**src/design/http_header_line_splitter_assert.svh**
```systemverilog
// Assertion macros for the HTTP header line splitter.
// Each macro samples on clk and is disabled while rst_n is low.
`ifndef HTTP_HEADER_LINE_SPLITTER_ASSERT_SVH
`define HTTP_HEADER_LINE_SPLITTER_ASSERT_SVH

`ifndef SYNTHESIS

// Same-cycle implication
`define HHLS_ASSERT_IMP(lbl, ante, cons, msg) \
    lbl: assert property (@(posedge clk) disable iff (!rst_n) (ante) |-> (cons)) \
        else $error(msg);

// Next-cycle implication
`define HHLS_ASSERT_NEXT(lbl, ante, cons, msg) \
    lbl: assert property (@(posedge clk) disable iff (!rst_n) (ante) |=> (cons)) \
        else $error(msg);

`else

`define HHLS_ASSERT_IMP(lbl, ante, cons, msg)
`define HHLS_ASSERT_NEXT(lbl, ante, cons, msg)

`endif

`endif

```
**src/design/hhls_pkg.sv**
```systemverilog
// Shared types, status codes and character constants for the header line splitter.
// No dependencies.
package hhls_pkg;

    // Result status codes
    typedef enum logic [1:0] {
        STATUS_OK       = 2'd0,
        STATUS_NO_COLON = 2'd1,
        STATUS_TOO_LONG = 2'd2
    } hhls_status_t;

    // Character codes
    localparam logic [7:0] CHAR_COLON = 8'h3A;
    localparam logic [7:0] CHAR_SP    = 8'h20;
    localparam logic [7:0] CHAR_HT    = 8'h09;
    localparam logic [7:0] CHAR_CR    = 8'h0D;
    localparam logic [7:0] CHAR_LF    = 8'h0A;

    // Output field widths
    localparam int FIELD_LEN_W   = 13;
    localparam int VALUE_START_W = 14;
    localparam int VALUE_LEN_W   = 13;

    // One result transaction
    typedef struct packed {
        hhls_status_t             status;
        logic [FIELD_LEN_W-1:0]   field_len;
        logic [VALUE_START_W-1:0] value_start;
        logic [VALUE_LEN_W-1:0]   value_len;
    } hhls_result_t;

    function automatic logic is_blank(input logic [7:0] b);
        return (b == CHAR_SP) || (b == CHAR_HT);
    endfunction

    function automatic logic is_trailing(input logic [7:0] b);
        return is_blank(b) || (b == CHAR_CR) || (b == CHAR_LF);
    endfunction

endpackage

```
**src/design/hhls_tracker.sv**
```systemverilog
// Per-line scan state: colon, value start and trimmed value end tracking.
// Depends on hhls_pkg.
module hhls_tracker
    import hhls_pkg::*;
#(
    parameter int MAX_LINE = 8192
)
(
    input  logic         clk,
    input  logic         rst_n,
    input  logic         step,
    input  logic [7:0]   data_byte,
    input  logic         last_byte,
    output hhls_result_t result
);

    localparam int POS_W = $clog2(MAX_LINE + 1);
    localparam int EXT_W = (POS_W > VALUE_START_W) ? POS_W : VALUE_START_W;
    localparam logic [POS_W-1:0] MAX_POS = POS_W'(MAX_LINE);

    logic [POS_W-1:0] pos_reg, pos_next;
    logic             colon_seen_reg, colon_seen_next;
    logic [POS_W-1:0] colon_off_reg, colon_off_next;
    logic             start_seen_reg, start_seen_next;
    logic [POS_W-1:0] start_off_reg, start_off_next;
    logic [POS_W-1:0] end_off_reg, end_off_next;
    logic             too_long_reg, too_long_next;

    logic [POS_W-1:0] pos_inc;
    logic [POS_W-1:0] vlen;
    logic [EXT_W-1:0] flen_ext, vstart_ext, vlen_ext;

    assign pos_inc = pos_reg + 1'b1;

    // State update for the byte in flight
    always_comb
    begin
        pos_next        = pos_reg;
        colon_seen_next = colon_seen_reg;
        colon_off_next  = colon_off_reg;
        start_seen_next = start_seen_reg;
        start_off_next  = start_off_reg;
        end_off_next    = end_off_reg;
        too_long_next   = too_long_reg;
        if (too_long_reg || (pos_reg >= MAX_POS))
        begin
            too_long_next = 1'b1;
        end
        else
        begin
            if (!colon_seen_reg)
            begin
                if (data_byte == CHAR_COLON)
                begin
                    colon_seen_next = 1'b1;
                    colon_off_next  = pos_reg;
                end
            end
            else if (!start_seen_reg)
            begin
                if (!is_blank(data_byte))
                begin
                    start_seen_next = 1'b1;
                    start_off_next  = pos_reg;
                    end_off_next    = is_trailing(data_byte) ? pos_reg : pos_inc;
                end
            end
            else if (!is_trailing(data_byte))
            begin
                end_off_next = pos_inc;
            end
            pos_next = pos_inc;
        end
    end

    // Result built from the updated state
    assign vlen       = end_off_next - start_off_next;
    assign flen_ext   = EXT_W'(colon_off_next);
    assign vstart_ext = start_seen_next ? EXT_W'(start_off_next) : EXT_W'(pos_next);
    assign vlen_ext   = start_seen_next ? EXT_W'(vlen) : '0;

    always_comb
    begin
        result = '0;
        if (too_long_next)
        begin
            result.status = STATUS_TOO_LONG;
        end
        else if (!colon_seen_next || (colon_off_next == '0))
        begin
            result.status = STATUS_NO_COLON;
        end
        else
        begin
            result.status      = STATUS_OK;
            result.field_len   = flen_ext[FIELD_LEN_W-1:0];
            result.value_start = vstart_ext[VALUE_START_W-1:0];
            result.value_len   = vlen_ext[VALUE_LEN_W-1:0];
        end
    end

    // State registers; the last byte returns the scan to its idle state
    always_ff @(posedge clk or negedge rst_n)
    begin
        if (!rst_n)
        begin
            pos_reg        <= '0;
            colon_seen_reg <= 1'b0;
            colon_off_reg  <= '0;
            start_seen_reg <= 1'b0;
            start_off_reg  <= '0;
            end_off_reg    <= '0;
            too_long_reg   <= 1'b0;
        end
        else if (step)
        begin
            if (last_byte)
            begin
                pos_reg        <= '0;
                colon_seen_reg <= 1'b0;
                colon_off_reg  <= '0;
                start_seen_reg <= 1'b0;
                start_off_reg  <= '0;
                end_off_reg    <= '0;
                too_long_reg   <= 1'b0;
            end
            else
            begin
                pos_reg        <= pos_next;
                colon_seen_reg <= colon_seen_next;
                colon_off_reg  <= colon_off_next;
                start_seen_reg <= start_seen_next;
                start_off_reg  <= start_off_next;
                end_off_reg    <= end_off_next;
                too_long_reg   <= too_long_next;
            end
        end
    end

endmodule

```
**src/design/http_header_line_splitter.sv**
```systemverilog
// A result is built from its last byte in the input register and loaded into the output register.
// Throughput: one byte per cycle; the input register, scan state and output register
// each advance every cycle unless a finished result is held by out_stall.
// Reset (rst_n, async, active low) empties both registers and clears the scan state.
// Depends on hhls_pkg, hhls_tracker and http_header_line_splitter_assert.svh.
`include "http_header_line_splitter_assert.svh"

module http_header_line_splitter
    import hhls_pkg::*;
#(
    parameter int MAX_LINE = 8192
)
(
    input  logic                     clk,
    input  logic                     rst_n,
    input  logic                     in_valid,
    output logic                     in_stall,
    input  logic [7:0]               data_byte,
    input  logic                     last_byte,
    output logic                     out_valid,
    input  logic                     out_stall,
    output logic [1:0]               status,
    output logic [FIELD_LEN_W-1:0]   field_len,
    output logic [VALUE_START_W-1:0] value_start,
    output logic [VALUE_LEN_W-1:0]   value_len
);

    logic         s1_valid_reg;
    logic [7:0]   s1_data_reg;
    logic         s1_last_reg;
    logic         out_valid_reg;
    hhls_result_t out_reg;
    hhls_result_t result;
    logic         out_free;
    logic         proc_go;
    logic         in_fire;

    // Handshake: a byte without a result never waits on the output side
    assign out_free = !out_valid_reg || !out_stall;
    assign proc_go  = s1_valid_reg && (!s1_last_reg || out_free);
    assign in_stall = s1_valid_reg && !proc_go;
    assign in_fire  = in_valid && !in_stall;

    // Input register
    always_ff @(posedge clk or negedge rst_n)
    begin
        if (!rst_n)
        begin
            s1_valid_reg <= 1'b0;
        end
        else if (in_fire)
        begin
            s1_valid_reg <= 1'b1;
        end
        else if (proc_go)
        begin
            s1_valid_reg <= 1'b0;
        end
    end

    always_ff @(posedge clk)
    begin
        if (in_fire)
        begin
            s1_data_reg <= data_byte;
            s1_last_reg <= last_byte;
        end
    end

    hhls_tracker #(
        .MAX_LINE (MAX_LINE)
    ) u_tracker (
        .clk       (clk),
        .rst_n     (rst_n),
        .step      (proc_go),
        .data_byte (s1_data_reg),
        .last_byte (s1_last_reg),
        .result    (result)
    );

    // Output register
    always_ff @(posedge clk or negedge rst_n)
    begin
        if (!rst_n)
        begin
            out_valid_reg <= 1'b0;
        end
        else if (proc_go && s1_last_reg)
        begin
            out_valid_reg <= 1'b1;
        end
        else if (!out_stall)
        begin
            out_valid_reg <= 1'b0;
        end
    end

    always_ff @(posedge clk)
    begin
        if (proc_go && s1_last_reg)
        begin
            out_reg <= result;
        end
    end

    assign out_valid   = out_valid_reg;
    assign status      = out_reg.status;
    assign field_len   = out_reg.field_len;
    assign value_start = out_reg.value_start;
    assign value_len   = out_reg.value_len;

    // Checks
    `HHLS_ASSERT_NEXT(a_result_held, out_valid_reg && out_stall, out_valid_reg, "result dropped while stalled")
    `HHLS_ASSERT_NEXT(a_result_loaded, proc_go && s1_last_reg, out_valid_reg, "last byte gave no result")
    `HHLS_ASSERT_IMP(a_ok_has_name, out_valid_reg && (out_reg.status == STATUS_OK), out_reg.field_len != '0, "ok status with empty name")
    `HHLS_ASSERT_IMP(a_err_zero, out_valid_reg && (out_reg.status != STATUS_OK), (out_reg.field_len == '0) && (out_reg.value_start == '0) && (out_reg.value_len == '0), "error result has nonzero fields")

endmodule

```
**config.mk**
```make
export PLATFORM = sky130hd
export DESIGN_NAME = http_header_line_splitter
export DESIGN_NICKNAME = d
export VERILOG_FILES = /design/src/design/hhls_pkg.sv /design/src/design/hhls_tracker.sv /design/src/design/http_header_line_splitter.sv
export VERILOG_INCLUDE_DIRS = /design/src /design/src/design
export SDC_FILE = /design/constraint.sdc
export NUM_CORES = 1
export LEC_CHECK = 0
export BUFFER_PORTS_ARGS = -buffer_cell sky130_fd_sc_hd__buf_2
export CAP_MARGIN = 10
export CORE_ASPECT_RATIO = 0.75
export CORE_MARGIN = 2
export CORE_UTILIZATION = 60
export CTS_CLUSTER_DIAMETER = 120
export DETAILED_ROUTE_END_ITERATION = 8
export GPL_ROUTABILITY_DRIVEN = 0
export PLACE_DENSITY_LB_ADDON = 0.05
export RECOVER_POWER = 100
export SYNTH_ARGS = -nofsm -noshare
export SYNTH_HDL_FRONTEND = slang
export SYNTH_SLANG_ARGS = --single-unit
export TNS_END_PERCENT = 30
```
**constraint.sdc**
```tcl
create_clock -name clk -period 6.41 [get_ports clk]
set_input_delay 0.641 -clock clk [delete_from_list [all_inputs] [get_ports clk]]
set_output_delay 0.641 -clock clk [all_outputs]
set_load 0.02 [all_outputs]
```
# == Word-level counts from Yosys, hierarchy flattened ==
# Cells that the tools add are included.
# totals
reg_bits,112
out_inout_bits,44
word_cells,81
# op_classes
add_sub_neg,2
n_lt_le_gt_ge,1
eq_ne,6
n_mux,35
bitwise_logic,1
reduce_logical,21
# op_table
cell,count
$mux 14,19
$eq 8x4->1 const B,3
$eq 8x6->1 const B,2
$mux 1,16
$add 14x1->14 const B,1
$ge 14x14->1 const B,1
$logic_not 14->1,1
$sub 13x13->13,1
$logic_or 1x1->1,7
$logic_not 1->1,6
$logic_and 1x1->1,4
$reduce_or 3->1,1
$ne 2x1->1 const B,1
$reduce_bool 2->1,1
$reduce_or 2->1,1
$not 1->1,1

# == Depth between registers and ports, before layout ==
# Gate-level depths: netlist of run 1.
# depth
depth_word,10
mapped_depth,16

# == Modules after synthesis ==
# Synthesis of run 1 repeated with hierarchy kept, for this count alone.
# unflattened
hier_cells,580
hier_area_um2,6057.1
# by_module_without_submodules
mod,n_inst,cells_per_inst,area_each_um2,seq_area_each_um2
hhls_tracker,1,517,4420.5,1451.4
http_header_line_splitter,1,63,1636.6,1581.5

# == Worst setup path before layout of run 1 ==
# No wires, ideal clock.
# synth_timing
kind,reg-to-reg
from,reg s1_data_reg[0]
to,"reg out_reg (netlist bit value_len[12]), data pin"
setup_ns,0.256
t_arrival_ns,3.573
required_ns,6.154
path_slack_ns,2.581
path_stages_with_launch,15
n_path_buf,0
period_less_slack_ns,3.829
cell_sequence,edfxtp_1 or3b_1 a2111oi_4 nor2_1 or3_1 a31oi_1 o21ai_1 ha_1 o21ai_0 a31oi_1 a311o_1 a31oi_1 o21ai_0 xnor2_1 nor2_1
# synth_via
elab_chain_len,10
word_cells_on_any_way,34
# synth_lines
element,line,text
"start, declared",http_header_line_splitter.sv:29,logic [7:0] s1_data_reg;
"start signal, assigned",http_header_line_splitter.sv:65,s1_data_reg <= data_byte;
$eq 8x6->1 / $eq 8x4->1 (equally long branches),hhls_pkg.sv:33,return (b == CHAR_SP) || (b == CHAR_HT);
$logic_or 1x1->1,hhls_pkg.sv:33,
$logic_or 1x1->1 (2 in a row),hhls_pkg.sv:37,return is_blank(b) || (b == CHAR_CR) || (b == CHAR_LF);
$mux 14,hhls_tracker.sv:65,end_off_next = is_trailing(data_byte) ? pos_reg : pos_inc;
$mux 14,hhls_tracker.sv:61,if (!is_blank(data_byte))
$mux 14,hhls_tracker.sv:59,else if (!start_seen_reg)
$mux 14,hhls_tracker.sv:51,if (!colon_seen_reg)
$mux 14,hhls_tracker.sv:45,if (too_long_reg || (pos_reg >= MAX_POS))
$sub 13x13->13,hhls_tracker.sv:77,assign vlen = end_off_next - start_off_next;
"end signal, assigned",http_header_line_splitter.sv:102,out_reg <= result;
"end, declared",http_header_line_splitter.sv:32,hhls_result_t out_reg;
# Parallel ways exist; a longest one is shown, timed or not.
# A chain may end at the register's enable or synchronous reset.

# == Worst setup path in the final report of run 1 ==
# layout_timing
from,reg s1_data_reg[2]
to,"reg out_reg (netlist bit value_len[12]), data pin"
# The elaborated chain is that of the path after synthesis.

==> run_results.csv, run 1 <==
group,metric,value,unit
sta,max_freq,195,MHz
global_routing,grt_usage,0.294,
critical_path,crit_chain,"or3b_1 -> a211oi_1 -> nand2_1 -> nand2_1 -> a21oi_1 -> o21ai_1 -> ha_1 -> a21oi_1 -> a31oi_1 -> a311o_1 -> a31oi_1 -> o21ai_0 -> xnor2_1 -> nor2_1",
die,core_area,9620,um2
worst_hold_path,hp-start,"last_byte",
logic_synthesis,synth_mux_area_frac,0.0207,
final_layout,ff_latch_area,3030,um2
final_layout,fin_nets,671,
logic_synthesis,syn-num-nets,634,
power_and_ir_drop,vdd_ir_drop_max,0.208,mV
clock_tree,htreeDepth,3,
clock_tree,clock_sinks,111,
global_routing,grt_pass1_wl,24.5,mm
critical_path,cp-startpoint,"s1_data_reg[2]",
power_and_ir_drop,swShare,0.253,
clock_tree,cts_tree,"built",
sta,finalCriticalPeriod,5.14,ns
die,dieHeight,90.1,um
critical_path,crit_path_max_incr_delay,1.27,ns
detailed_routing,avgRoutedWirePerCell,19.6,um
sta,rsz0062_at_grt,"no",
die,io_pins,57,
clock_tree,cts_resized,0,
final_layout,layout-drive-gt1-share,0.0541,
sta,maxSlewViolCount,151,
detailed_routing,vias,5094,
outcome,status,"finished, violations left",
clock_tree,cts_buffers,9,
logic_synthesis,seq_area_frac_synth,0.511,
logic_synthesis,netlist_area,5930,um2
critical_path,r2r_start,"s1_data_reg[2]",
worst_hold_path,hold_path.class,"primary input to flip-flop",
die,die_w,119,um
die,row_count,31,
power_and_ir_drop,p_sw,376,uW
detailed_routing,viasPerCell,6.54,
power_and_ir_drop,comb_power_share,0.090,
power_and_ir_drop,p_int,1.11,mW
logic_synthesis,synth_xor_area_frac,0.0325,
outcome,violations,"max-capacitance violations, max-slew violations",
clock_tree,clkTransAtPathRegs,0.07,ns
logic_synthesis,synth_fa_ha_area_frac,0.0350,
job,drv_cap,4,
detailed_routing,drc,0,
logic_synthesis,synth-main-ff-cell,"dfrtp_1",
detailed_routing,drtAntennaViolNets,0,
logic_synthesis,yosysUniqueCellTypes,72,
logic_synthesis,async_flop_share,0.541,
sta,setup_viol,0,
power_and_ir_drop,powerDensity,229,nW/um2
final_layout,fill_cells,795,
clock_tree,ctsHoldBuffers,0,
global_routing,grt.overflow.total,0,
critical_path,worstPathRequired,6.50,ns
final_layout,fin_util,0.674,
sta,post-route-period-util,0.802,
clock_tree,clk_latency,0.35,ns
sta,worstMarginPinSlew,3.36,ns
critical_path,endpoint_kind,"flip-flop",
logic_synthesis,synth-compound-area-share,0.199,
final_layout,multi_input_area,2670,um2
die,initial_utilization,0.617,
global_routing,first_global_vias,4653,
sta,hold_viol,0,
placement,portBuffers,56,
logic_synthesis,yosys.area_share.simple,0.167,
clock_tree,cts_setup_buffers,0,
critical_path,cp_slowest_cell,"a211oi_1",
sta,relSlewSlack,-1.24,
logic_synthesis,avgSynthCellArea,9.81,um2
critical_path,start_kind,"flip-flop",
logic_synthesis,netlist_instances,605,
clock_tree,cts-root-buf,"clkbuf_16",
global_routing,grt_max_degree,61,
clock_tree,clockBufferDepth,2,
logic_synthesis,synth_top_family_by_area,"compound AO/OA/AOI/OAI gates",
power_and_ir_drop,clkPwrFrac,0.379,
global_routing,antenna_found_initial,0,
logic_synthesis,synth_edf_count,51,
placement,hpwlAfterDp,10.3,mm
power_and_ir_drop,p_leak,2.54,nW
final_layout,syn_to_final_growth,9.17,%
critical_path,path_class,"flip-flop to flip-flop",
sta,tns,0,ns
final_layout,most-common-layout-cells,"92 x nand2_1, 60 x dfrtp_1, 53 x nor2_1, 53 x o21ai_0, 51 x edfxtp_1",
detailed_routing,drt-pass1-iter-count,6,
die,die_area,10700,um2
final_layout,diodes,0,
detailed_routing,drt_iter0_markers,718,
logic_synthesis,yosysWarnings,0,
logic_synthesis,synth-seq-cells,111,
detailed_routing,drt-total-wl,15.2,mm
power_and_ir_drop,p_seq_frac,0.531,
critical_path,crit_path_max_fanout,14,
critical_path,cp.arrival,5.23,ns
sta,skew,0.00690,ns
final_layout,layout_commonest_cell,"nand2_1",
==> critical path: cells and delay by family, from the launching register on <==
family / cells / cell delay [ns]
AO/OA/AOI/OAI: 8 / 2.85
AND/OR/NAND/NOR: 4 / 1.10
flip-flops: 1 / 0.46
adder cells (fa/ha/maj): 1 / 0.30
XOR/XNOR: 1 / 0.16
==> cell usage after synthesis, drive strengths merged, types with 2 or more instances <==
master   instances  area share
a22oi            3      0.0046
nor2            53       0.034
inv             14      0.0089
a211oi          13       0.017
o2111ai          2      0.0030
xor2            11       0.016
o221a            2      0.0038
o21ai           58       0.049
and2             5      0.0053
nor3b            2      0.0034
nand4            7      0.0074
nand3            9      0.0084
and3             7      0.0074
mux2i           10       0.017
nand2           93       0.059
dfrtp           60        0.25
a32oi            2      0.0030
nand2b           5      0.0053
a2111oi          2      0.0061
o22ai            5      0.0053
o21a             3      0.0038
clkbuf          30       0.019
xnor2           11       0.016
mux2             2      0.0038
a31oi            6      0.0063
ha              15       0.032
nand3b           3      0.0038
a21oi           37       0.031
a22o            22       0.032
nor2b            3      0.0032
nor4             6      0.0063
or3              6      0.0063
a21o             2      0.0025
edfxtp          51        0.26
buf              7      0.0067
o211ai           2      0.0025
o31ai            5      0.0063
or3b             3      0.0044
nor3            10      0.0093
==> power groups by stage <==
| stage | Clock (mW) | Combinational [mW] | Sequential (mW) |
|---|---|---|---|
| 5_1_grt | 0.596 | 0.146 | 0.792 |
| 6_report | 0.563 | 0.134 | 0.789 |
| 3_5_place_dp | 0 | 0.137 | 0.802 |
| 3_3_place_gp | 0 | 0.136 | 0.801 |
| 4_1_cts | 0.570 | 0.138 | 0.787 |
| 2_1_floorplan | 0 | 0.0829 | 0.806 |
==> logic make-up (layout without fill, tap and decap cells) <==
kind of cell | after synthesis | after routing
flip-flops | 111 | 111
AND/OR/NAND/NOR | 215 | 215
multiplexers | 12 | 12
buffers and inverters | 51 | 93
AO/OA/AOI/OAI | 178 | 178
adder cells (fa/ha/maj) | 16 | 16
XOR/XNOR | 22 | 22
==> per-stage QoR <==
stage                     setup WS, ns  power (mW)  instances  hold slack (ns)  instance area, um2
after global placement            2.12       0.937        763            0.465                6280
after global routing             0.869        1.53        779            0.455                6480
after floorplan                   2.58       0.889        605            0.345                5930
after detailed placement          1.99       0.939        763            0.473                6280
after CTS                         1.96        1.50        779            0.459                6580
final                             1.27        1.49        779            0.463                6480
==> path summary, 6_finish.rpt <==
path / endpoint / cells after the start / slack, ns
max: value_len[12] / 14 / 1.27
min: s1_last_reg / 1 / 0.46
max reg2reg: value_len[12] / 14 / 1.27
min reg2reg: u_tracker.start_off_reg[13] / 1 / 0.49
max in group asynchronous: u_tracker.pos_reg[2] / 2 / 3.00
min in group asynchronous: s1_valid_reg / 2 / 1.51
==> final cells by class <==
| cell class | instances | share of cell area |
|---|---|---|
| timing repair buffer | 63 | 0.0394 |
| tap | 132 | 0.0255 |
| clock inverter | 7 | 0.0114 |
| clock buffer | 9 | 0.0348 |
| inverter | 14 | 0.00811 |
| sequential | 111 | 0.468 |
| multi-input combinational | 443 | 0.413 |
==> layer usage <==
layer / wire, um / track usage / vias to the layer above
li1: - / - / 2293
met1: 6680 / 0.433 / 2431
met2: 6690 / 0.436 / 318
met3: 1500 / 0.0596 / 52
met5: 0 / 0 / -
met4: 374 / 0.0982 / 0
No activity file was read; power rests on OpenSTA's default activity.
==> run 2: changes to the inputs <==
--- a/config.mk
+++ b/config.mk
@@ -6,6 +6,7 @@
 export SDC_FILE = /design/constraint.sdc
 export NUM_CORES = 1
 export LEC_CHECK = 0
+export ABC_AREA = 1
 export BUFFER_PORTS_ARGS = -buffer_cell sky130_fd_sc_hd__buf_2
 export CAP_MARGIN = 10
 export CORE_ASPECT_RATIO = 0.75
==> constraint.sdc (replaced) <==
create_clock -name clk -period 4.95 [get_ports clk]
set_input_delay 0.495 -clock clk [delete_from_list [all_inputs] [get_ports clk]]
set_output_delay 0.495 -clock clk [all_outputs]
set_load 0.02 [all_outputs]
==> run 2 against run 1 <==
Compared with the run above:
- the flow still finishes with violations (max-capacitance violations, max-slew violations)
- sequential cell count stayed put
- combinational power is 16% higher
- sequential power is 28% higher
- first-iteration DRC count is 5.2% higher
- routed wire length is 2.7% higher
- power is 26% higher
- register-to-register slack worse by 0.74 ns
- clock-buffer cell count stayed put
- critical path type unchanged
- largest cell class unchanged
- highest routed layer unchanged
==> run_results.csv, run 2 <==
group,metric,value,unit
outcome,status,"finished, violations left",
outcome,violations,"max-capacitance violations, max-slew violations",
clock_tree,cts_buffers,9,
logic_synthesis,synth_largest_area_cell,"edfxtp_1",
logic_synthesis,yosysMostFrequentCell,"nand2_1",
logic_synthesis,async_flop_share,0.541,
sta,maxSlewViolCount,95,
clock_tree,clk_latency,0.36,ns
logic_synthesis,netlist_area,6240,um2
die,core_area,10200,um2
final_layout,layout-drive-gt1-share,0.0524,
detailed_routing,drt-pass1-iter-count,7,
sta,setup_viol,0,
worst_hold_path,hold_path_depth,1,
critical_path,crit_path_max_incr_delay,0.43,ns
final_layout,most-common-layout-cells,"255 x nand2_1, 76 x o21ai_0, 75 x inv_1, 60 x dfrtp_1, 55 x nor2_1",
die,die_area,11200,um2
sta,rsz0062_at_grt,"no",
logic_synthesis,seq_area_frac_synth,0.486,
global_routing,grt.overflow.total,0,
power_and_ir_drop,vdd_ir_drop_max,0.204,mV
detailed_routing,drt_iter0_markers,755,
detailed_routing,drt-total-wl,15.7,mm
detailed_routing,viasPerCell,5.80,
final_layout,layout_commonest_cell,"nand2_1",
logic_synthesis,avgSynthCellArea,8.02,um2
clock_tree,htreeDepth,3,
detailed_routing,drtAntennaViolNets,0,
critical_path,cp_slowest_cell,"dfrtp_1",
clock_tree,clockBufferDepth,2,
final_layout,fin_nets,845,
sta,finalCriticalPeriod,4.42,ns
power_and_ir_drop,p_leak,3.09,nW
logic_synthesis,yosysUniqueCellTypes,39,
sta,relSlewSlack,-1.21,
clock_tree,cts_resized,0,
clock_tree,cts-root-buf,"clkbuf_16",
sta,max_freq,226,MHz
clock_tree,cts_setup_buffers,0,
die,dieHeight,92.3,um
sta,worstMarginPinSlew,3.31,ns
final_layout,syn_to_final_growth,8.78,%
detailed_routing,avgRoutedWirePerCell,16.4,um
critical_path,crit_path_max_fanout,25,
placement,hpwlAfterDp,10.8,mm
die,die_w,122,um
critical_path,critPathMostFrequentCell,"nand2_1",
critical_path,cp_num_cells,18,
critical_path,crit_family,"simple AND/OR/NAND/NOR gates",
global_routing,grt_max_degree,61,
placement,portBuffers,56,
global_routing,grt_pass1_wl,25.0,mm
critical_path,start_kind,"flip-flop",
final_layout,ff_latch_area,3030,um2
sta,hold_viol,0,
detailed_routing,drc,0,
sta,post-route-period-util,0.893,
global_routing,antenna_found_initial,0,
logic_synthesis,yosysWarnings,0,
logic_synthesis,synth_area_leaders,"edfxtp_1 25%, dfrtp_1 24%, nand2_1 15%, o21ai_0 6.1%, inv_1 4.5%",
detailed_routing,vias,5546,
logic_synthesis,synth-seq-cells,111,
critical_path,cp.arrival,4.49,ns
clock_tree,clock_sinks,111,
logic_synthesis,synthTopCellsByCount,"254 x nand2_1, 76 x o21ai_0, 74 x inv_1",
critical_path,worstPathRequired,5.02,ns
logic_synthesis,synth_edf_count,51,
global_routing,grt_usage,0.290,
power_and_ir_drop,powerDensity,277,nW/um2
sta,tns,0,ns
final_layout,fin_util,0.665,
logic_synthesis,netlist_instances,778,
logic_synthesis,syn-num-nets,807,
final_layout,fill_cells,877,
die,initial_utilization,0.611,
critical_path,crit_chain,"nor2_4 -> inv_1 -> nor2_4 -> inv_1 -> nor2_1 -> clkinv_1 -> a21oi_1 -> o21ai_1 -> ha_1 -> fa_1 -> o21ai_0 -> nand3_1 -> nand2_1 -> nand2_1 -> nand2_1 -> a21o_1 -> xnor2_1 -> nor3_1",
critical_path,endpoint_kind,"flip-flop",
final_layout,diodes,0,
sta,skew,0.00842,ns
global_routing,first_global_vias,4943,
logic_synthesis,synth_top_area_frac,0.245,
logic_synthesis,synth-main-ff-cell,"dfrtp_1",
clock_tree,ctsHoldBuffers,0,
critical_path,critPathBufInv,3,
critical_path,path_class,"flip-flop to flip-flop",
worst_hold_path,hold_path.class,"primary input to flip-flop",
clock_tree,cts_tree,"built",
die,row_count,32,
critical_path,r2r_cells,18,
job,drv_cap,2,
die,io_pins,57,
clock_tree,clkTransAtPathRegs,0.08,ns
final_layout,multi_input_area,2730,um2
run 2: through the flow:
step                cell area, um2  instances  setup slack, ns  power, mW  hold slack, ns
floorplan                     6240        778             1.75       1.13           0.199
global placement              6570        941            0.974       1.18           0.469
detailed placement            6570        941            0.840       1.18           0.475
CTS                           6870        957            0.799       1.90           0.301
global route                  6790        957            0.285       1.94           0.302
finish                        6790        957            0.530       1.88           0.312
run 2: logic make-up after synthesis:
kind of cell | synth area share
xor+xnor | 0.0267
fa+ha+maj | 0.0333
simple gates | 0.253
flops | 0.486
buf+inv | 0.0748
compound gates | 0.125
mux | 0.00160
run 2: report_power, final:
| group | total [mW] | internal [mW] | switching, mW |
|---|---|---|---|
| registers | 1.01 | 0.990 | 0.0178 |
| logic | 0.155 | 0.0385 | 0.116 |
| clock network | 0.717 | 0.358 | 0.358 |
run 2: metal layers:
metal | GRT usage | up-vias | routed length (um)
met3 | 0.0794 | 40 | 1700
met1 | 0.431 | 2561 | 6950
li1 | - | 2641 | -
met2 | 0.424 | 304 | 6690
met5 | 0 | - | 0
met4 | 0.0709 | 0 | 314
run 2: area by class of cell:
cell class                      count  area share
Inverter                           77      0.0426
Sequential cell                   111       0.447
Tap cell                          136      0.0251
Clock inverter                      7      0.0111
Timing Repair Buffer               64      0.0391
Clock buffer                        9      0.0332
Multi-Input combinational cell    553       0.402
run 2: worst paths after layout:
path | end | slack, ns | start
setup reg to reg | value_len[10] | 0.53 | u_tracker.pos_reg[13]
setup / recovery | value_len[10] | 0.53 | u_tracker.pos_reg[13]
min in group asynchronous | u_tracker.end_off_reg[9] | 1.35 | rst_n
max in group asynchronous | u_tracker.start_off_reg[4] | 1.75 | rst_n
hold reg to reg | u_tracker.colon_off_reg[2] | 0.49 | u_tracker.colon_off_reg[2]
hold / removal | s1_data_reg[7] | 0.31 | data_byte[7]
